### config.mk
export PLATFORM = sky130hd
export DESIGN_NAME = waiting_queue_remove_by_key_top
export DESIGN_NICKNAME = d
export VERILOG_FILES = /design/src/design/wqrbk_pkg.sv /design/src/design/wqrbk_engine.sv /design/src/design/waiting_queue_remove_by_key_top.sv
export SDC_FILE = /design/constraint.sdc
export NUM_CORES = 1
export LEC_CHECK = 0
export BUFFER_PORTS_ARGS = -buffer_cell sky130_fd_sc_hd__buf_2
export CORE_ASPECT_RATIO = 0.6
export CORE_MARGIN = 3
export CORE_UTILIZATION = 50
export CTS_CLUSTER_DIAMETER = 30
export DETAILED_ROUTE_END_ITERATION = 12
export GPL_TIMING_DRIVEN = 0
export PLACE_DENSITY = 0.76
export SYNTH_ARGS = -nofsm -noshare
export SYNTH_HDL_FRONTEND = slang
export SYNTH_SLANG_ARGS = --single-unit
### constraint.sdc
create_clock -name clk -period 3.9 [get_ports clk]
set_clock_uncertainty 0.15 [all_clocks]
set_input_delay 1.17 -clock clk [delete_from_list [all_inputs] [get_ports clk]]
set_output_delay 1.17 -clock clk [all_outputs]
set_load 0.005 [all_outputs]
### src/design/wqrbk_pkg.sv
// Shared types and codes for the waiting queue with remove-by-key.
// No dependencies; imported by the engine and the top level.
package wqrbk_pkg;

  // Field widths of the request and response words
  localparam int TICKET_IN_BITS = 16;
  localparam int COUNT_OUT_BITS = 5;

  // Action codes
  localparam logic ACT_APPEND = 1'b0;
  localparam logic ACT_REMOVE = 1'b1;

  // Status codes
  localparam logic [1:0] STATUS_DONE      = 2'd0;
  localparam logic [1:0] STATUS_NOT_FOUND = 2'd1;
  localparam logic [1:0] STATUS_EMPTY     = 2'd2;
  localparam logic [1:0] STATUS_FULL      = 2'd3;

  typedef struct packed {
    logic                      action;
    logic [TICKET_IN_BITS-1:0] ticket;
  } req_word_t;

  typedef struct packed {
    logic [1:0]                status;
    logic [COUNT_OUT_BITS-1:0] entry_count;
  } rsp_word_t;

endpackage

### src/design/wqrbk_engine.sv
// Queue engine: entry memory, occupancy count and the scan/compact sequencer.
// Depends on wqrbk_pkg.
module wqrbk_engine #(
  parameter int QUEUE_DEPTH = 16,
  parameter int TICKET_BITS = 16
) (
  input  logic                 clk,
  input  logic                 rst,
  input  logic                 start,
  input  wqrbk_pkg::req_word_t req,
  output logic                 idle,
  output logic                 res_valid,
  input  logic                 res_take,
  output wqrbk_pkg::rsp_word_t res
);
  import wqrbk_pkg::*;

  localparam int AW = $clog2(QUEUE_DEPTH);
  localparam int CW = $clog2(QUEUE_DEPTH + 1);

  localparam logic [1:0] S_IDLE = 2'd0;
  localparam logic [1:0] S_SCAN = 2'd1;
  localparam logic [1:0] S_FIN  = 2'd2;

  // Entry memory, head at address 0
  logic [TICKET_BITS-1:0] mem [QUEUE_DEPTH];
  logic [TICKET_BITS-1:0] rdata;

  logic [1:0]             state;
  logic [CW-1:0]          count;
  logic [CW-1:0]          chk;      // index of the entry now in rdata
  logic                   hit;
  logic [TICKET_BITS-1:0] key;
  logic [1:0]             res_status;

  logic                   wr_en;
  logic [AW-1:0]          wr_addr;
  logic [TICKET_BITS-1:0] wr_data;
  logic                   rd_en;
  logic [AW-1:0]          rd_addr;

  logic [TICKET_BITS-1:0] req_tk;
  logic                   full;
  logic [CW-1:0]          chk_inc;
  logic [CW-1:0]          chk_dec;
  logic                   last;
  logic                   hit_now;

  assign req_tk  = TICKET_BITS'(req.ticket);
  assign full    = (count == CW'(QUEUE_DEPTH));
  assign chk_inc = chk + CW'(1);
  assign chk_dec = chk - CW'(1);
  assign last    = (chk_inc >= count);
  assign hit_now = hit || (rdata == key);

  // Memory port control: append writes at the tail; the scan reads one entry
  // a cycle and, once the match is behind it, shifts each entry up by one.
  always_comb begin
    wr_en   = 1'b0;
    wr_addr = '0;
    wr_data = req_tk;
    rd_en   = 1'b0;
    rd_addr = '0;
    case (state)
      S_IDLE: begin
        if (start) begin
          if (req.action == ACT_APPEND) begin
            if (!full) begin
              wr_en   = 1'b1;
              wr_addr = count[AW-1:0];
            end
          end else if (count != '0) begin
            rd_en = 1'b1;
          end
        end
      end
      S_SCAN: begin
        if (hit) begin
          wr_en   = 1'b1;
          wr_addr = chk_dec[AW-1:0];
          wr_data = rdata;
        end
        if (!last) begin
          rd_en   = 1'b1;
          rd_addr = chk_inc[AW-1:0];
        end
      end
      default: ;
    endcase
  end

  // Synchronous memory, one write and one registered read port
  always_ff @(posedge clk) begin
    if (wr_en) mem[wr_addr] <= wr_data;
    if (rd_en) rdata <= mem[rd_addr];
  end

  // Sequencer
  always_ff @(posedge clk) begin
    if (rst) begin
      state <= S_IDLE;
      count <= '0;
      hit   <= 1'b0;
    end else begin
      case (state)
        S_IDLE: begin
          if (start) begin
            key <= req_tk;
            chk <= '0;
            hit <= 1'b0;
            if (req.action == ACT_APPEND) begin
              state <= S_FIN;
              if (full) begin
                res_status <= STATUS_FULL;
              end else begin
                res_status <= STATUS_DONE;
                count      <= count + CW'(1);
              end
            end else if (count == '0) begin
              res_status <= STATUS_EMPTY;
              state      <= S_FIN;
            end else begin
              state <= S_SCAN;
            end
          end
        end
        S_SCAN: begin
          hit <= hit_now;
          chk <= chk_inc;
          if (last) begin
            state <= S_FIN;
            if (hit_now) begin
              res_status <= STATUS_DONE;
              count      <= count - CW'(1);
            end else begin
              res_status <= STATUS_NOT_FOUND;
            end
          end
        end
        S_FIN: begin
          if (res_take) state <= S_IDLE;
        end
        default: state <= S_IDLE;
      endcase
    end
  end

  assign idle             = (state == S_IDLE);
  assign res_valid        = (state == S_FIN);
  assign res.status       = res_status;
  assign res.entry_count  = COUNT_OUT_BITS'(count);

endmodule

### src/design/waiting_queue_remove_by_key_top.sv
// Top level of the waiting queue with remove-by-key: handshakes and output stage.
// Depends on wqrbk_pkg and wqrbk_engine.
//
//   channel | direction | handshake            | word
//   req     | in        | req_valid/req_ready  | action, ticket
//   rsp     | out       | rsp_valid/rsp_ready  | status, entry_count
//
// An append, or a remove on an empty queue, goes from idle straight to the
// result. A remove that scans reads every stored entry, at most QUEUE_DEPTH:
// the entry memory has one read port, so the search and compaction pass walk it
// one entry per cycle. Reset empties the queue at once; entries are not cleared.
// A held response sits in the output register; the next request is still
// taken, and its result waits in the engine until the register frees up.
module waiting_queue_remove_by_key_top #(
  parameter int QUEUE_DEPTH = 16,
  parameter int TICKET_BITS = 16
) (
  input  logic                 clk,
  input  logic                 rst,
  input  logic                 req_valid,
  output logic                 req_ready,
  input  wqrbk_pkg::req_word_t req,
  output logic                 rsp_valid,
  input  logic                 rsp_ready,
  output wqrbk_pkg::rsp_word_t rsp
);
  import wqrbk_pkg::*;

  logic      eng_idle;
  logic      res_valid;
  logic      res_take;
  rsp_word_t res;

  assign req_ready = eng_idle;
  assign res_take  = res_valid && (!rsp_valid || rsp_ready);

  wqrbk_engine #(
    .QUEUE_DEPTH(QUEUE_DEPTH),
    .TICKET_BITS(TICKET_BITS)
  ) u_engine (
    .clk      (clk),
    .rst      (rst),
    .start    (req_valid && eng_idle),
    .req      (req),
    .idle     (eng_idle),
    .res_valid(res_valid),
    .res_take (res_take),
    .res      (res)
  );

  // Output register
  always_ff @(posedge clk) begin
    if (rst) begin
      rsp_valid <= 1'b0;
    end else if (res_take) begin
      rsp_valid <= 1'b1;
    end else if (rsp_ready) begin
      rsp_valid <= 1'b0;
    end
  end

  always_ff @(posedge clk) begin
    if (res_take) rsp <= res;
  end

endmodule

After elaboration in Yosys (flattened, before gate mapping)
Memory sizes are Yosys's and may differ from the RTL's. A register that Yosys moved wholly into a read port is not among the register bits.
Cells that the tools add are included.

storage, ports and cells
  flip-flop bits (word level) = 39
  bits in latches = 0
  bits in writable memories = 256
  bits in read-only memories = 0
  input bits = 21
  memories kept = 1

memories
  name          depth  width  rd ports  clocked after memory_dff  wr ports  line                RTL
  u_engine.mem  16     16     1         1                         1         wqrbk_engine.sv:26  logic [TICKET_BITS-1:0] mem [QUEUE_DEPTH];

cells by class
  $add $sub $neg = 4
  $mul = 0
  divide/modulo/power cells = 0
  order comparisons = 1
  equal/unequal tests = 11
  shift operators = 0
  muxes and demuxes = 46
  bitwise gates (word level) = 1
  reduce and logical (&&, ||, !) cells = 16

operators with widths
  cell                                                   count
  two-way mux 16 bit                                     2
  two-way mux 5 bit                                      6
  two-way mux 4 bit                                      6
  two-way mux 2 bit                                      10
  case mux 5 bit (2 select lines)                        2
  == test 16 bit                                         1
  two-way mux 1 bit                                      14
  adder 5 x 1 -> 5 bit, second input constant            2
  AND reduction 3 bit                                    3
  inequality test 2 x 1 -> 1 bit, second input constant  4
  case mux 4 bit (2 select lines)                        1
  case mux 1 bit (2 select lines)                        3
  case mux 2 bit (3 select lines)                        1
  AND reduction 6 bit                                    1
  == test 5 bit, second input constant                   1
  >= comparator 5 bit                                    1
  logical NOT 5 bit                                      1
  AND reduction 5 bit                                    1
  nonzero test 5 bit                                     1
  subtractor 5 x 1 -> 5 bit, second input constant       1
  inequality test 2 bit, second input constant           2
  case mux 2 bit (2 select lines)                        1
  nonzero test 2 bit                                     2
  subtractor 4 x 1 -> 4 bit, second input constant       1
  9 further kinds                                        11

Depth between registers and ports, before layout
  depth after elaboration = 7
  gate-level depth with buffers = 12
  depth with buffers taken out = 11

Hierarchy
A second synthesis with hierarchy kept.

unflattened totals
  cell total of the unflattened synthesis = 836
  area total of the unflattened synthesis = 12,944.9 µm²

by module, submodules not included
  module                           instances  cells each  area an instance (µm²)  sequential area each (µm²)
  wqrbk_engine                     1          823         12,673.4                9,018.6
  waiting_queue_remove_by_key_top  1          13          271.5                   230.2

Worst setup path before layout
Ideal clock, no wire load.

  path type = input -> register
  from = input req[16] (netlist name)
  to = memory u_engine.mem[1][0] (enable)
  arrival = 3,033 ps
  path slack = 328 ps
  cell stages on the path = 6
  path through = nor4b_1 nand2_1 nor2_1 a31oi_1 or2_2 nor2_1

between the ends
  word-level cells in the longest chain between the ends = 5

RTL lines
  item                                     line                                   RTL
  from (decl)                              waiting_queue_remove_by_key_top.sv:22  input wqrbk_pkg::req_word_t req,
  two-way mux 1 bit                        wqrbk_engine.sv:67                     if (req.action == ACT_APPEND) begin
  two-way mux 1 bit                        wqrbk_engine.sv:66                     if (start) begin
  case mux 1 bit (2 select lines)          wqrbk_engine.sv:64                     case (state)
  two-way mux 1 bit                        wqrbk_engine.sv:94                     if (wr_en) mem[wr_addr] <= wr_data;
  two-way mux 1 bit (implied by the code)  wqrbk_engine.sv:94
  to (decl)                                wqrbk_engine.sv:26

Parallel ways exist; a longest one is shown, timed or not.

Worst setup path in the final report
  from = register u_engine.chk[0]
  to = register u_engine.rdata[6], read port of u_engine.mem, data pin

between the ends
  word-level cells in the longest chain between the ends = 4

RTL lines
  item                                                                  line                 RTL
  from (decl)                                                           wqrbk_engine.sv:31   logic [CW-1:0] chk;
  from (signal assigned)                                                wqrbk_engine.sv:129  chk <= chk_inc;
  adder 5 x 1 -> 5 bit *                                                wqrbk_engine.sv:51   assign chk_inc = chk + CW'(1);
  net u_engine.chk_inc[3]                                               wqrbk_engine.sv:44   logic [CW-1:0] chk_inc;
  >= comparator 5 bit                                                   wqrbk_engine.sv:53   assign last = (chk_inc >= count);
  two-way mux 1 bit or two-way mux 4 bit (tied branches)                wqrbk_engine.sv:83   if (!last) begin
  case mux 1 bit (2 select lines) or two-way mux 4 bit (tied branches)  wqrbk_engine.sv:64
  to (decl)                                                             wqrbk_engine.sv:27   logic [TICKET_BITS-1:0] rdata;

Mark *: on every way through the listed nets, which the timed path passes. The rest lies on a longest branch.
A chain may end at the register's enable or synchronous reset.

==> metrics.md <==
| Metric | Value |
|---|---|
| Row cnt | 43 |
| Arrival time of data at the critical path endpoint | about 4000 ps |
| DR DRC count | 0 |
| Type of the setup path with the least slack | register to register |
| Data required, critical path | 4020 ps |
| Largest family of logic cells by synthesized area | compound AO/OA/AOI/OAI gates |
| Max incr delay on CP | between 500 and 600 ps |
| Area added between synthesis and finish | 16.9% |
| Clock slew at reported path FFs | approximately 60 ps |
| Average routed wire per standard cell | around 26 um |
| Hold violation total from the final report | 0 |
| Number of nets at the end of the flow | 880 |
| Vias post-DR | roughly 7,700 |
| Count of port buffers added during placement | 29 |
| Achievable Freq | between 200 and 300 MHz |
| Crit path max-delay family | compound AO/OA/AOI/OAI gates |
| Cells after Synth | ~770 |
| Antenna violations before repair | 1 |
| Fillers | around 1,700 |
| Post-synthesis adder-cell area fraction | under 10% |
| Post-route ant nets | 0 |
| Number of pins with negative max-slew slack in the final report | 0 |
| Seq cells post-synth | around 310 |
| Power density cells | 512 mW/mm2 |
| Starting density of the core | around 52% |
| Skew-Pair Late Insertion Delay | ~520 ps |
| Post-Synth XOR/XNOR Area | 1.78% |
| Basic-gate share of the synthesized area counting and, or, nand and nor cells | under 10% |
| Destination of the worst register-to-register timing path | u_engine.rdata[6] |
| Initial DRT Pass Iterations | 5 |
| TritonCTS buffer count | 36 |
| Top_reg_cell synth | sky130_fd_sc_hd__edfxtp_1 |
| Sequential element share of the synthesized area | between 70% and 80% |
| Clock root buffer master | sky130_fd_sc_hd__clkbuf_16 |
| CTS tree | done |
| WP buf/inv | 4 |
| Run status | finished, final reports clean |
| Startpoint kind of the worst setup timing path | register |
| Crit path setup slack, layout | between 60 and 70 ps |
| Drt first-iter violations | slightly above 1,000 |
| Shortest period the worst path allows | between 3000 and 4000 ps |
| Worst slew pin tran | roughly 1000 ps |
| Number of flops mapped to enable cells by yosys | roughly 300 |
| CP cell instances | buf_4 -> nand3_1 -> xor2_2 -> inv_1 -> ha_1 -> and2_1 -> a211o_1 -> buf_2 -> buf_2 -> a221oi_1 -> a31oi_1 -> and3_1 |
| Net count after synthesis | 799 |
| Number of failing setup endpoints in the final timing report | 0 |
| RD Place Congestion | roughly 0.83 |
| Width of the die | about 210 um |
| Total global routing track utilization | 23.2% |
| Fin crit share | between 90 and 100% |
| Remaining max-slew budget at the tightest pin | 33.1% |
| Wire length of the first global-routing pass | about 46 mm |
| Htree depth | 2 |
| Worst hold-check path type | register to register |
| Critical-path cell with the highest stage delay | sky130_fd_sc_hd__edfxtp_1 |
| Via count of the first global-routing pass | roughly 7,400 |
| Worst R2R Path Depth | 12 |
| Most repeated library cell on the critical path | sky130_fd_sc_hd__buf_2 |
| Unique cell type count in the Yosys netlist | just over 50 |
| Clock buffer depth | 3 |
| Via density per instance | 6.44 |
| R2r startpoint | u_engine.chk[0] |
| Post-synthesis cell area | ~0.012 mm2 |
| Drt total wl | around 31 mm |
| Type of element capturing the critical path | register |
| Diodes inserted | 0 |
| Area of the core region | 0.0236 mm2 |
| Fraction of synthesized area in multiplexers | between 1.5 and 2% |
| Top-level I/O count | 30 |
| # clock sinks | slightly above 300 |
| Detailed-placement wirelength estimate | approximately 21 mm |
| Average cell area after synthesis | about 16 um2 |
| Floorplan die area | roughly 0.027 mm2 |
| Number of maximum-capacitance violations | 0 |
| Final-layout setup total negative slack | 0 ps |
| Critical path peak fanout | 10 |
| Maximum number of pins on one net before global-route repair | 17 |
| Total number of yosys warnings | 0 |
| Placed inst area | between 0.01 and 0.015 mm2 |
| Die Span Y | around 130 um |
| Peak supply drop | around 440 uV |
| Fraction of the mapped netlist area in compound gates | between 10% and 20% |
| Share of flip-flops with an asynchronous set or reset | 0% |
| Place WS | -623 ps |
| Worst hold stages | 0 |
| Worst reg2reg setup slack | 70 ps |
| Leakage dissipation | about 4.6 nW |
| Core occupancy in the finished layout | between 60% and 70% |
| Hold buffers post-CTS | 0 |
| Total congestion overflow after global routing | 0 |
| Final Cell Area | between 0.01 and 0.015 mm2 |
| Layout cell share with drive strength beyond 1 | a little under a quarter |
| Hold endpoint | rsp[5] |
| Origin of the worst min-delay path | u_engine.res_status[0] |
==> registers in the layout, indices dropped and copies added (netlist names) <==
name and count:
u_engine.hit 1, rsp_valid 1, u_engine.state 2, u_engine.mem 256, rsp 7, u_engine.count 5, u_engine.key 16, u_engine.res_status 2
u_engine.rdata 16, u_engine.chk 5
==> area by class of cell <==
cell class              count  area, um2  area share [%]
repair buffers             43        288            2.00
inverters                  11       43.8           0.304
clock buffers              38        951            6.61
multi-input cells         400       2950            20.5
well taps                 315        394            2.74
clock inverters            28        260            1.81
plain buffers              45        254            1.77
flip-flops and latches    311       9250            64.3
==> Yosys cell counts (all sizes together) (2+ instances only) <==
master,number,area share (%)
a22oi,32,2.0
xnor2,7,0.50
mux2i,2,0.16
and3,17,0.86
edfxtp,302,74
o21ai,8,0.39
o22ai,16,0.81
buf,32,1.6
ha,10,1.0
a211oi,2,0.22
mux2,17,1.6
nand3,35,1.4
a221oi,15,1.1
nand2,34,1.0
o211ai,16,1.0
a31oi,19,0.97
dfxtp,9,1.5
nor2,32,1.0
a21o,3,0.18
a21oi,28,1.2
nand2b,4,0.20
and2,6,0.30
o21a,4,0.24
nor3,7,0.28
nor3b,3,0.26
nor4b,3,0.21
xor2,18,1.3
nor4,5,0.25
inv,11,0.36
clkbuf,13,0.40
o221ai,48,3.4
==> per-stage QoR <==
step | hold slack [ps] | std cells | power, mW
6_report | 276 | 1191 | 7.37
5_1_grt | 281 | 1191 | 7.58
4_1_cts | 279 | 1190 | 7.39
3_5_place_dp | 265 | 1120 | 4.07
3_3_place_gp | 258 | 1111 | 4.05
2_1_floorplan | 250 | 767 | 3.96
==> worst max path at each step <==
stage / cells past startpoint / to / start / slack (ps)
floorplan: 6 / u_engine.mem[1][0] / req[16] / 330
global placement: 7 / u_engine.mem[9][9] / req_valid / -630
detailed placement: 7 / u_engine.mem[0][8] / req_valid / -620
CTS: 12 / u_engine.rdata[8] / u_engine.chk[0] / 150
global route: 13 / u_engine.rdata[6] / u_engine.chk[0] / -8
finish: 12 / u_engine.rdata[6] / u_engine.chk[0] / 70
==> power breakdown <==
group	internal [mW]	total, mW	switching [mW]
clock network	1.91	3.36	1.45
registers	3.71	3.74	0.0238
logic	0.0859	0.279	0.193
==> routing by layer <==
metal | vias up | wire length, um | track usage (%)
met4 | 2 | 388 | 4.48
met1 | 3860 | 13700 | 36.2
met2 | 472 | 12700 | 30.8
li1 | 3291 | - | -
met5 | - | 13 | 0
met3 | 40 | 4410 | 9.20
==> logic make-up (layout without fill, tap and decap cells) <==
group,Yosys count,after routing
AND/OR/NAND/NOR,149,149
buffers and inverters,56,165
adder cells (fa/ha/maj),11,11
multiplexers,19,19
XOR/XNOR,25,25
flip-flops,311,311
AO/OA/AOI/OAI,196,196
==> layout by cell type, fill, tap and decap left out, types with 5 or more instances in the layout <==
cell	instances
sky130_fd_sc_hd__clkbuf_16	38
sky130_fd_sc_hd__and3_1	17
sky130_fd_sc_hd__nor3_1	7
sky130_fd_sc_hd__buf_6	7
sky130_fd_sc_hd__nand3_1	34
sky130_fd_sc_hd__o21ai_0	5
sky130_fd_sc_hd__edfxtp_1	302
sky130_fd_sc_hd__a31oi_1	10
sky130_fd_sc_hd__ha_1	10
sky130_fd_sc_hd__mux2_2	17
sky130_fd_sc_hd__nand2_1	33
sky130_fd_sc_hd__o211ai_1	15
sky130_fd_sc_hd__inv_6	7
sky130_fd_sc_hd__clkbuf_1	10
sky130_fd_sc_hd__inv_1	10
sky130_fd_sc_hd__xnor2_1	7
sky130_fd_sc_hd__a22oi_1	32
sky130_fd_sc_hd__a31oi_2	9
sky130_fd_sc_hd__buf_2	46
sky130_fd_sc_hd__xor2_1	17
sky130_fd_sc_hd__nor2_1	16
sky130_fd_sc_hd__a221oi_2	7
sky130_fd_sc_hd__a21oi_1	26
sky130_fd_sc_hd__o221ai_1	48
sky130_fd_sc_hd__dfxtp_1	9
sky130_fd_sc_hd__and2_1	6
sky130_fd_sc_hd__nor2_2	15
sky130_fd_sc_hd__buf_4	17
sky130_fd_sc_hd__a221oi_1	8
sky130_fd_sc_hd__clkinvlp_4	6
sky130_fd_sc_hd__nor4_1	5
sky130_fd_sc_hd__o22ai_1	16
==> timing repair <==
item,in CTS,in global routing
gates resized for setup,12,21
buffers inserted,4,1
endpoints found under the hold margin,0,0
setup endpoints to repair,111,47
pin swaps,1,1
Note: power is estimated with default switching activity, not from simulation.
